File: src/design/lfu_pkg.sv
// Package with the constants and types of the LFU page replacement core.
`timescale 1ns / 1ps

package lfu_pkg;

  // Default frame count and page width.
  localparam int FRAMES_DEF    = 8;
  localparam int PAGE_BITS_DEF = 16;

  // Fixed field widths.
  localparam int IN_PAGE_W = 16;
  localparam int COUNT_W   = 16;
  localparam int TIME_W    = 32;
  localparam int TOTAL_W   = 16;
  localparam int INDEX_W   = 3;

  // Controller states.
  typedef enum logic [1:0] {
    ST_IDLE,
    ST_SCAN,
    ST_UPDATE
  } lfu_state_t;

endpackage

File: src/design/lfu_page_replacement_core.sv
// Top level of the LFU page replacement core with LRU tie-break.
//
//  Channel | Signals                                   | Dir | Handshake
//  --------+-------------------------------------------+-----+--------------------
//  request | page_number                               | in  | in_valid / in_ready
//  result  | hit, frame_index, evicted_valid,          | out | out_valid / out_ready
//          | evicted_page, hit_total, fault_total      |     |
//
// Each reference is accepted, then the frame RAM is scanned (one read per cycle
// through the registered read port), and then the chosen frame is written back
// and the result loaded. One reference is in work at a time. Reset empties all
// frames at once through the valid flops. A result waiting on out_ready does not
// block a new request; only the write-back stalls until the output register is
// free.
`timescale 1ns / 1ps

module lfu_page_replacement_core
  import lfu_pkg::*;
#(
  parameter int FRAMES    = FRAMES_DEF,
  parameter int PAGE_BITS = PAGE_BITS_DEF
) (
  input  logic                 clk,
  input  logic                 rst,
  input  logic                 in_valid,
  output logic                 in_ready,
  input  logic [IN_PAGE_W-1:0] page_number,
  output logic                 out_valid,
  input  logic                 out_ready,
  output logic                 hit,
  output logic [INDEX_W-1:0]   frame_index,
  output logic                 evicted_valid,
  output logic [IN_PAGE_W-1:0] evicted_page,
  output logic [TOTAL_W-1:0]   hit_total,
  output logic [TOTAL_W-1:0]   fault_total
);

  localparam int AW = $clog2(FRAMES);
  localparam int EW = PAGE_BITS + COUNT_W + TIME_W;
  localparam int XW = (AW > INDEX_W) ? AW : INDEX_W;
  localparam logic [AW:0] SCAN_END = (AW + 1)'(FRAMES);

  // Controller state and scan control.
  lfu_state_t state, state_next;
  logic [AW:0]   cnt;
  logic          rd_en;
  logic          upd_fire;
  logic          proc_en;
  logic [AW-1:0] proc_idx;

  // Request registers.
  logic [PAGE_BITS-1:0] req_page;
  logic [TIME_W-1:0]    time_now;

  // Scan results.
  logic                 found;
  logic [AW-1:0]        match_idx;
  logic [COUNT_W-1:0]   match_count;
  logic                 have_empty;
  logic [AW-1:0]        empty_idx;
  logic                 have_best;
  logic [AW-1:0]        best_idx;
  logic [COUNT_W-1:0]   best_count;
  logic [TIME_W-1:0]    best_time;
  logic [PAGE_BITS-1:0] best_page;

  // Frame state.
  logic [FRAMES-1:0]    valid;
  logic [EW-1:0]        rd_data;
  logic [PAGE_BITS-1:0] rd_page;
  logic [COUNT_W-1:0]   rd_count;
  logic [TIME_W-1:0]    rd_time;
  logic                 rd_valid;

  // Write-back selection.
  logic [AW-1:0]        wr_slot;
  logic [COUNT_W-1:0]   wr_count;
  logic [EW-1:0]        wr_data;
  logic                 wr_evict;
  logic [XW-1:0]        slot_ext;

  // Frame table: page, use count and last-use time per frame.
  lfu_ram #(
    .WIDTH (EW),
    .DEPTH (FRAMES)
  ) u_frames (
    .clk     (clk),
    .we      (upd_fire),
    .wr_addr (wr_slot),
    .wr_data (wr_data),
    .re      (rd_en),
    .rd_addr (cnt[AW-1:0]),
    .rd_data (rd_data)
  );

  assign rd_page  = rd_data[EW-1 -: PAGE_BITS];
  assign rd_count = rd_data[TIME_W +: COUNT_W];
  assign rd_time  = rd_data[TIME_W-1:0];
  assign rd_valid = valid[proc_idx];

  // Next-state logic.
  always_comb begin
    state_next = state;
    unique case (state)
      ST_IDLE: begin
        if (in_valid) begin
          state_next = ST_SCAN;
        end
      end
      ST_SCAN: begin
        if (cnt == SCAN_END) begin
          state_next = ST_UPDATE;
        end
      end
      ST_UPDATE: begin
        if (upd_fire) begin
          state_next = ST_IDLE;
        end
      end
      default: state_next = ST_IDLE;
    endcase
  end

  // Controller outputs.
  always_comb begin
    in_ready = 1'b0;
    rd_en    = 1'b0;
    upd_fire = 1'b0;
    unique case (state)
      ST_IDLE:   in_ready = 1'b1;
      ST_SCAN:   rd_en = (cnt < SCAN_END);
      ST_UPDATE: upd_fire = !out_valid || out_ready;
      default: begin
        in_ready = 1'b0;
      end
    endcase
  end

  always_ff @(posedge clk) begin
    if (rst) begin
      state <= ST_IDLE;
    end else begin
      state <= state_next;
    end
  end

  // Scan counter and read pipeline tracking.
  always_ff @(posedge clk) begin
    if (rst) begin
      cnt     <= '0;
      proc_en <= 1'b0;
    end else begin
      proc_en <= rd_en;
      if (in_valid && in_ready) begin
        cnt <= '0;
      end else if (state == ST_SCAN) begin
        cnt <= cnt + 1'b1;
      end
    end
  end

  always_ff @(posedge clk) begin
    proc_idx <= cnt[AW-1:0];
  end

  // Accept a transaction and advance the saturating clock.
  always_ff @(posedge clk) begin
    if (rst) begin
      time_now <= '0;
    end else if (in_valid && in_ready) begin
      if (time_now != '1) begin
        time_now <= time_now + 1'b1;
      end
    end
  end

  always_ff @(posedge clk) begin
    if (in_valid && in_ready) begin
      req_page <= PAGE_BITS'(page_number);
    end
  end

  // Scan one frame per cycle: match, first empty frame, and victim.
  always_ff @(posedge clk) begin
    if (rst) begin
      found      <= 1'b0;
      have_empty <= 1'b0;
      have_best  <= 1'b0;
    end else if (in_valid && in_ready) begin
      found      <= 1'b0;
      have_empty <= 1'b0;
      have_best  <= 1'b0;
    end else if (proc_en) begin
      if (rd_valid && rd_page == req_page && !found) begin
        found <= 1'b1;
      end
      if (!rd_valid && !have_empty) begin
        have_empty <= 1'b1;
      end
      if (rd_valid) begin
        have_best <= 1'b1;
      end
    end
  end

  always_ff @(posedge clk) begin
    if (proc_en) begin
      if (rd_valid && rd_page == req_page && !found) begin
        match_idx   <= proc_idx;
        match_count <= rd_count;
      end
      if (!rd_valid && !have_empty) begin
        empty_idx <= proc_idx;
      end
      // Lowest count wins, then oldest time; ties keep the lower index.
      if (rd_valid && (!have_best || rd_count < best_count ||
          (rd_count == best_count && rd_time < best_time))) begin
        best_idx   <= proc_idx;
        best_count <= rd_count;
        best_time  <= rd_time;
        best_page  <= rd_page;
      end
    end
  end

  // Choose the frame to write back and its new contents.
  always_comb begin
    wr_evict = 1'b0;
    wr_count = COUNT_W'(1);
    if (found) begin
      wr_slot = match_idx;
      if (match_count != '1) begin
        wr_count = match_count + 1'b1;
      end else begin
        wr_count = match_count;
      end
    end else if (have_empty) begin
      wr_slot = empty_idx;
    end else begin
      wr_slot  = best_idx;
      wr_evict = 1'b1;
    end
    wr_data  = {req_page, wr_count, time_now};
    slot_ext = XW'(wr_slot);
  end

  // Valid flops and running totals.
  always_ff @(posedge clk) begin
    if (rst) begin
      valid       <= '0;
      hit_total   <= '0;
      fault_total <= '0;
    end else if (upd_fire) begin
      valid[wr_slot] <= 1'b1;
      if (found) begin
        if (hit_total != '1) begin
          hit_total <= hit_total + 1'b1;
        end
      end else if (fault_total != '1) begin
        fault_total <= fault_total + 1'b1;
      end
    end
  end

  // Output register.
  always_ff @(posedge clk) begin
    if (rst) begin
      out_valid <= 1'b0;
    end else if (upd_fire) begin
      out_valid <= 1'b1;
    end else if (out_ready) begin
      out_valid <= 1'b0;
    end
  end

  always_ff @(posedge clk) begin
    if (upd_fire) begin
      hit           <= found;
      frame_index   <= slot_ext[INDEX_W-1:0];
      evicted_valid <= wr_evict;
      evicted_page  <= wr_evict ? IN_PAGE_W'(best_page) : '0;
    end
  end

endmodule

File: src/design/lfu_ram.sv
// Generic single-port-write, single-port-read RAM with a registered read.
`timescale 1ns / 1ps

module lfu_ram #(
  parameter int WIDTH = 64,
  parameter int DEPTH = 8
) (
  input  logic                     clk,
  input  logic                     we,
  input  logic [$clog2(DEPTH)-1:0] wr_addr,
  input  logic [WIDTH-1:0]         wr_data,
  input  logic                     re,
  input  logic [$clog2(DEPTH)-1:0] rd_addr,
  output logic [WIDTH-1:0]         rd_data
);

  logic [WIDTH-1:0] mem [DEPTH];

  // Write port and registered read port.
  always_ff @(posedge clk) begin
    if (we) begin
      mem[wr_addr] <= wr_data;
    end
    if (re) begin
      rd_data <= mem[rd_addr];
    end
  end

endmodule

File: config.mk
export PLATFORM = sky130hd
export DESIGN_NAME = lfu_page_replacement_core
export DESIGN_NICKNAME = d
export VERILOG_FILES = /design/src/design/lfu_pkg.sv /design/src/design/lfu_page_replacement_core.sv /design/src/design/lfu_ram.sv
export SDC_FILE = /design/constraint.sdc
export NUM_CORES = 1
export LEC_CHECK = 0
export BUFFER_PORTS_ARGS = -buffer_cell sky130_fd_sc_hd__buf_4
export CAP_MARGIN = 10
export CORE_MARGIN = 3
export CORE_UTILIZATION = 60
export DETAILED_ROUTE_END_ITERATION = 16
export GPL_TIMING_DRIVEN = 0
export PLACE_DENSITY = 0.85
export SYNTH_ARGS = -nofsm -noshare
export SYNTH_HDL_FRONTEND = slang
export SYNTH_SLANG_ARGS = --single-unit
File: constraint.sdc
create_clock -name clk -period 6.5 [get_ports clk]
set_input_delay 0.975 -clock clk [delete_from_list [all_inputs] [get_ports clk]]
set_output_delay 0.975 -clock clk [all_outputs]
set_load 0.005 [all_outputs]
# Word level (Yosys, flattened, before mapping)

Memory sizes are Yosys's and may differ from the RTL's. A register that Yosys moved wholly into a read port is not among the register bits.
Index checks and enable logic that the tools add are counted.
W data, S select, Z words.

Multiply operators: 0
Eq/ne operators: 12
Reduce and logical (&&, ||, !) cells: 26
Divide/modulo/power cells: 0
Multiplexer cells: 21
$lt $le $gt $ge: 6
Bitwise operators: 2
Shifts and indexed selects: 0
Add/subtract/negate cells: 5

Operators by type and width:

| operator                | number |
|---|---|
| $add A16 B1 Y16 const B | 3 |
| $ne A16 B16 Y1 const B  | 3 |
| $add A32 B1 Y32 const B | 1 |
| $eq A16 B16 Y1          | 2 |
| $lt A32 B32 Y1          | 1 |
| $mux W16                | 2 |
| $ne A32 B32 Y1 const B  | 1 |
| $lt A16 B16 Y1          | 1 |
| $mux W1                 | 11 |
| $reduce_and A2 Y1       | 5 |
| $reduce_and A3 Y1       | 3 |
| $lt A3 B4 Y1 const B    | 2 |
| $or A8 B8 Y8            | 1 |
| $logic_and A1 B1 Y1     | 7 |
| $mux W2                 | 3 |
| $mux W3                 | 2 |
| $pmux W2 S3             | 1 |
| $logic_not A1 Y1        | 5 |
| $add A4 B1 Y4 const B   | 1 |
| $eq A4 B4 Y1 const B    | 1 |
| $lt A4 B4 Y1 const B    | 1 |
| $ne A2 B2 Y1 const B    | 2 |
| $bmux W1 S3             | 1 |
| $demux W1 S3            | 1 |
| other kinds (9)         | 11 |

Input bits: 20
ROM bits: 0
RAM bits: 512
Word-level logic and storage cells: 97
Latch bits: 0
Memories: 1
Output and inout port bits: 55
Register bits: 212

Memories:

| memory       | words | width | read ports | clocked after Yosys merged registers in | wr ports | RTL line      | text |
|---|---|---|---|---|---|---|---|
| u_frames.mem | 8     | 64    | 1          | 1                                       | 1        | lfu_ram.sv:17 | `logic [WIDTH-1:0] mem [DEPTH];` |

# Logic depth before layout (Yosys ltp)

Depth after elaboration: 7
Mapped depth: 8

# Hierarchy

From an unflattened synthesis, not the netlist that was laid out.

Cell total of the unflattened synthesis: 1690
Area, all modules: 30882.1 µm²

By module, submodules not included:

| module                    | sequential area each (µm²) | area each (µm²) | cells an instance | times used |
|---|---|---|---|---|
| lfu_ram                   | 17296.6                    | 21187.8         | 816               | 1 |
| lfu_page_replacement_core | 5505.3                     | 9694.3          | 874               | 1 |

# Least setup slack after synthesis

No wires, ideal clock.

Path kind: register to register
From: reg u_frames.rd_data[33], read port of u_frames.mem
To: reg best_count[0] (enable)
Cell stages (with the launch flop): 8
Setup time: 0.532 ns
Arrival time: 4.997 ns
Path slack: 0.971 ns
Buffers on the path: 0
Period minus slack after synthesis: 5.529 ns
Path through: edfxtp_1 ha_1 nor2b_1 o211ai_1 a21oi_1 a211oi_1 o31ai_1 a31oi_1

Cells in the longest elaborated chain, start to end: 5

RTL lines:

| element                                                          | RTL line                                                           | text |
|---|---|---|
| start, declared                                                  | lfu_ram.sv:14                                                      | `output logic [WIDTH-1:0] rd_data` |
| $lt A16 B16 Y1 / $eq A16 B16 Y1 (equally long branches)          | lfu_page_replacement_core.sv:216, lfu_page_replacement_core.sv:217 |  |
| $logic_or A1 B1 Y1 / $logic_and A1 B1 Y1 (equally long branches) | lfu_page_replacement_core.sv:216, lfu_page_replacement_core.sv:217 |  |
| $logic_or A1 B1 Y1 (*)                                           | lfu_page_replacement_core.sv:216                                   | `if (rd_valid && (!have_best \|\| rd_count < best_count \|\|` |
| $logic_and A1 B1 Y1 (*)                                          | lfu_page_replacement_core.sv:216                                   |  |
| $reduce_and A2 Y1 (no line) (*)                                  | n/a                                                                |  |
| end signal, assigned                                             | lfu_page_replacement_core.sv:219                                   | `best_count <= rd_count;` |
| end, declared                                                    | lfu_page_replacement_core.sv:63                                    | `logic [COUNT_W-1:0] best_count;` |

Mark *: on every way between the ends. The rest lies on a longest branch, timed or not.
A chain may end at the register's enable or synchronous reset.

# Worst setup path after layout

From: reg u_frames.rd_data[38], read port of u_frames.mem
To: reg best_time[22] (enable)

Cells in the longest elaborated chain, start to end: 5

RTL lines:

| element                                                          | RTL line                                                           | text |
|---|---|---|
| $lt A16 B16 Y1 / $eq A16 B16 Y1 (equally long branches)          | lfu_page_replacement_core.sv:216, lfu_page_replacement_core.sv:217 |  |
| $logic_or A1 B1 Y1 / $logic_and A1 B1 Y1 (equally long branches) | lfu_page_replacement_core.sv:216, lfu_page_replacement_core.sv:217 |  |
| $logic_or A1 B1 Y1 (*)                                           | lfu_page_replacement_core.sv:216                                   |  |
| $logic_and A1 B1 Y1 (*)                                          | lfu_page_replacement_core.sv:216                                   |  |
| $reduce_and A2 Y1 (no line) (*)                                  | n/a                                                                |  |
| end signal, assigned                                             | lfu_page_replacement_core.sv:220                                   | `best_time <= rd_time;` |
| end, declared                                                    | lfu_page_replacement_core.sv:64                                    | `logic [TIME_W-1:0] best_time;` |

Marks and branches as above.

==> parameters.txt <==
Parameter                              Value

Logic synthesis
  Leading post-synthesis cells by cell area    edfxtp_1 (69%), mux4_2 (9.6%), dfxtp_1 (5.6%), mux2_2 (2.4%), ha_1 (2.2%)
  Post-synthesis adder-cell area fraction    2.173%
  Avg Cell Area, Syn    18.51 µm²
  Xor-xnor portion of the synthesized cell area    2.152%
  Async S/R FF share, synth    0%
  Total of warnings raised by yosys    0
  Mapped Nets    1,722
  Fraction of post-synthesis cell area in the top cell type by area    69.07%
  Number of distinct library cells after synthesis    51
  Share of the synthesized area in compound gates (AO/OA/AOI/OAI)    1.873%
  Most used DFF post-synth    edfxtp_1
  Flop and latch count out of synthesis    788
  Number of synthesized flops with an enable pin    702
  Cell area after synthesis    30,520 µm²
  Sequential area share after synthesis    74.71%
  Simple-gate area share of the yosys netlist    5.461%
  Portion of netlist area occupied by mux cells    12.22%
  Library cell occupying the most area in the post-synthesis netlist    edfxtp_1
  Combinational family with the most area after synthesis    multiplexers
  Post-Synthesis Cells    1,649

Worst setup path
  Delay of the slowest critical-path stage    840 ps
  Critical Path RT    6810 ps
  Worst-path fanout max    28
  Setup crit end kind    flip-flop
  Worst endpoint data arrival time    4370 ps
  Number of cells on the critical path    10
  Critical path buffers and inverters    3
  Critical-path cell list    ha_1, nand4_1, a31oi_1, nand4_1, a2111oi_0, clkbuf_2, o221ai_1, a31oi_4, buf_12, buf_12
  Destination of the worst register-to-register timing path    best_time[22]
  Type of the setup path with the least slack    reg -> reg
  Slack of the worst reg-to-reg path    2430 ps
  Worst reg2reg startpoint    u_frames.rd_data[38]
  Kind of cell with the highest combined delay on the critical path    compound AO/OA/AOI/OAI gates
  Kind of start point of the critical path    flip-flop
  Crit path launch    u_frames.rd_data[38]
  Worst path slowest cell    a31oi_4
  Number of cell instances on the worst register-to-register path    10

Power
  Total power    10.24 mW
  Power per cell area    292.2 nW/µm²
  Leakage power    11.48 nW
  Maximum vdd drop    0.0002336 V

Route
  Via count    16.28k
  Count of antenna-violating nets left after detailed routing    0
  Final routed wire length divided by cell count    26.73 µm
  Drt first pass iters    6
  DRT Wirelength    68,380 µm
  Count of unresolved DRC violations after routing    0
  Vias per Instance    6.365
  DRC marker count from the first detailed-route iteration    1,905

CTS
  CTS root buf    clkbuf_16
  Clock buffer depth    3
  Clock latency on the worst-skew pair    630 ps
  Clock transition at the registers of the reported paths    70 ps
  # H-tree levels    3
  Hold_buf cts    0
  Number of resized instances in the post-cts repair step    0
  Number of CTS-inserted buffers    72
  Setup repair bufs after CTS    0
  Clock tree from TritonCTS    yes
  Sink Count    788

Outcome
  Run status    finished, final reports clean

Timing
  Min Hold Slack    390.0 ps
  Setup violations, final    0
  Period minus WS final    4067 ps
  Worst Tran Pin Value    1108 ps
  Final Max Slew Viols    0
  Setup slack of the critical path after layout    2433 ps
  Headroom to the max-slew limit    25.69%
  Sum of negative setup slack    0 ps
  RSZ-0062 raised after global routing    no
  Fmax    0.2459 GHz
  Skew final    36.11 ps
  Final worst-path cycle share    62.56%
  Count of endpoints failing hold in the final timing report    0

Placed design
  Post-DP Area    32,570 µm²
  Port-buffer cells    74
  Estimated wirelength of the detail-placed design    39,960 µm
  DP Worst Slack    1673 ps
  Final estimated routing congestion in global placement    0.7902

GRT
  Global-route total usage across every layer    26.08%
  Congestion Overflow GR    0
  First-pass GRT wire length    104,000 µm
  Antenna violations before repair    0
  Vias in the first global route    17.07k
  Pin count of the biggest net entering global routing    29

Flow run
  Number of maximum-capacitance violations    0

Min path
  Hold Path Class    reg -> reg
  Min-Delay Endpoint    proc_idx[0]
  Hold Path Origin    cnt[0]
  Number of cells on the worst hold path    0

Layout
  Final design instance area without fill    35,060 µm²
  Synthesis-to-layout area growth    14.87%
  Share of post-route cells with drive strength above 1    23.65%
  Number of nets in the final layout    1,900
  Total inserted antenna cells    0

Floorplan
  Initial core utilization    60.83%
  Die span in y    231.5 µm
  Number of top-level pins    75
  Die Wd    231.5 µm
  Placeable core area    50,170 µm²
  # rows    82
  Floorplan die area    53,610 µm²
## metal layers
layer  wire length, µm  part of all wire, %  GRT usage, %  up-vias
met4              2442                  3.6         11.75        0
met2             35760                   52         44.30      995
met5                 0                    0             0        -
met3              5524                  8.1         4.646      202
li1                  -                    -             -     6836
met1             24660                   36         33.27     8248
## registers in the layout, indices dropped and copies added (netlist names), 16 cells and up
name / flops
best_page: 16
hit_total: 16
best_time: 32
best_count: 16
match_count: 16
time_now: 32
u_frames.rd_data: 64
req_page: 16
u_frames.mem: 512
fault_total: 16
evicted_page: 16
## kinds of logic (layout without fill, tap and decap cells)
kind of cell,count (synthesis),after routing
mux,202,202
simple gates,330,330
flops,788,788
buf+inv,112,349
xor+xnor,75,75
fa+ha+maj,53,53
compound gates,89,89
## cell type report
class,count,area (µm²)
Inverter,61,229.0
Tap cell,672,840.8
Buffer,51,202.7
Multi-Input combinational cell,749,7378
Clock inverter,40,504.2
Timing Repair Buffer,104,1149
Clock buffer,93,1952
Fill cell,2757,15110
Sequential cell,788,22800
## synthesized netlist by cell type, drive strengths merged, types with 30 or more instances
cell type / instances
mux4: 130
edfxtp: 702
nand4: 33
ha: 53
inv: 61
mux2: 64
nor2: 108
dfxtp: 86
a21oi: 36
xor2: 45
xnor2: 30
clkbuf: 37
nand2: 54
## worst max path at each step
stage                                to  slack (ps)
after global placement    best_time[20]       -2600
after floorplan           best_count[0]         970
final                     best_time[22]        2430
after detailed placement  best_time[23]        1670
after global routing      best_time[22]        2220
after CTS                 best_time[22]        1440
## metrics by stage
stage               util (%)  std cells
floorplan                  -       1649
global placement       63.62       2395
detailed placement     64.92       2423
CTS                    69.81       2556
global route           69.88       2558
finish                 69.88       2558
## layout by cell type (no fill, tap or decap), drive strengths merged, types with 10 or more instances in the layout
cell type  count
o21ai         18
nor2         108
nand4         33
ha            53
inv           66
mux2          64
clkbuf       131
xor2          45
bufinv        10
nand3         27
nor4          10
or3           15
nand2         54
edfxtp       702
dfxtp         86
clkinv        22
buf          117
and3          13
mux4         130
a21oi         36
and2          18
xnor2         30
nor3          21
## power breakdown
group          internal (mW)  leakage, nW  total [mW]  switching [mW]
logic                  0.137         3.19       0.289           0.151
registers               5.51         7.09        5.55          0.0417
clock network           2.55         1.19        4.40            1.86
total                   8.19         11.5        10.2            2.05
(Power assumes the default switching activity.)
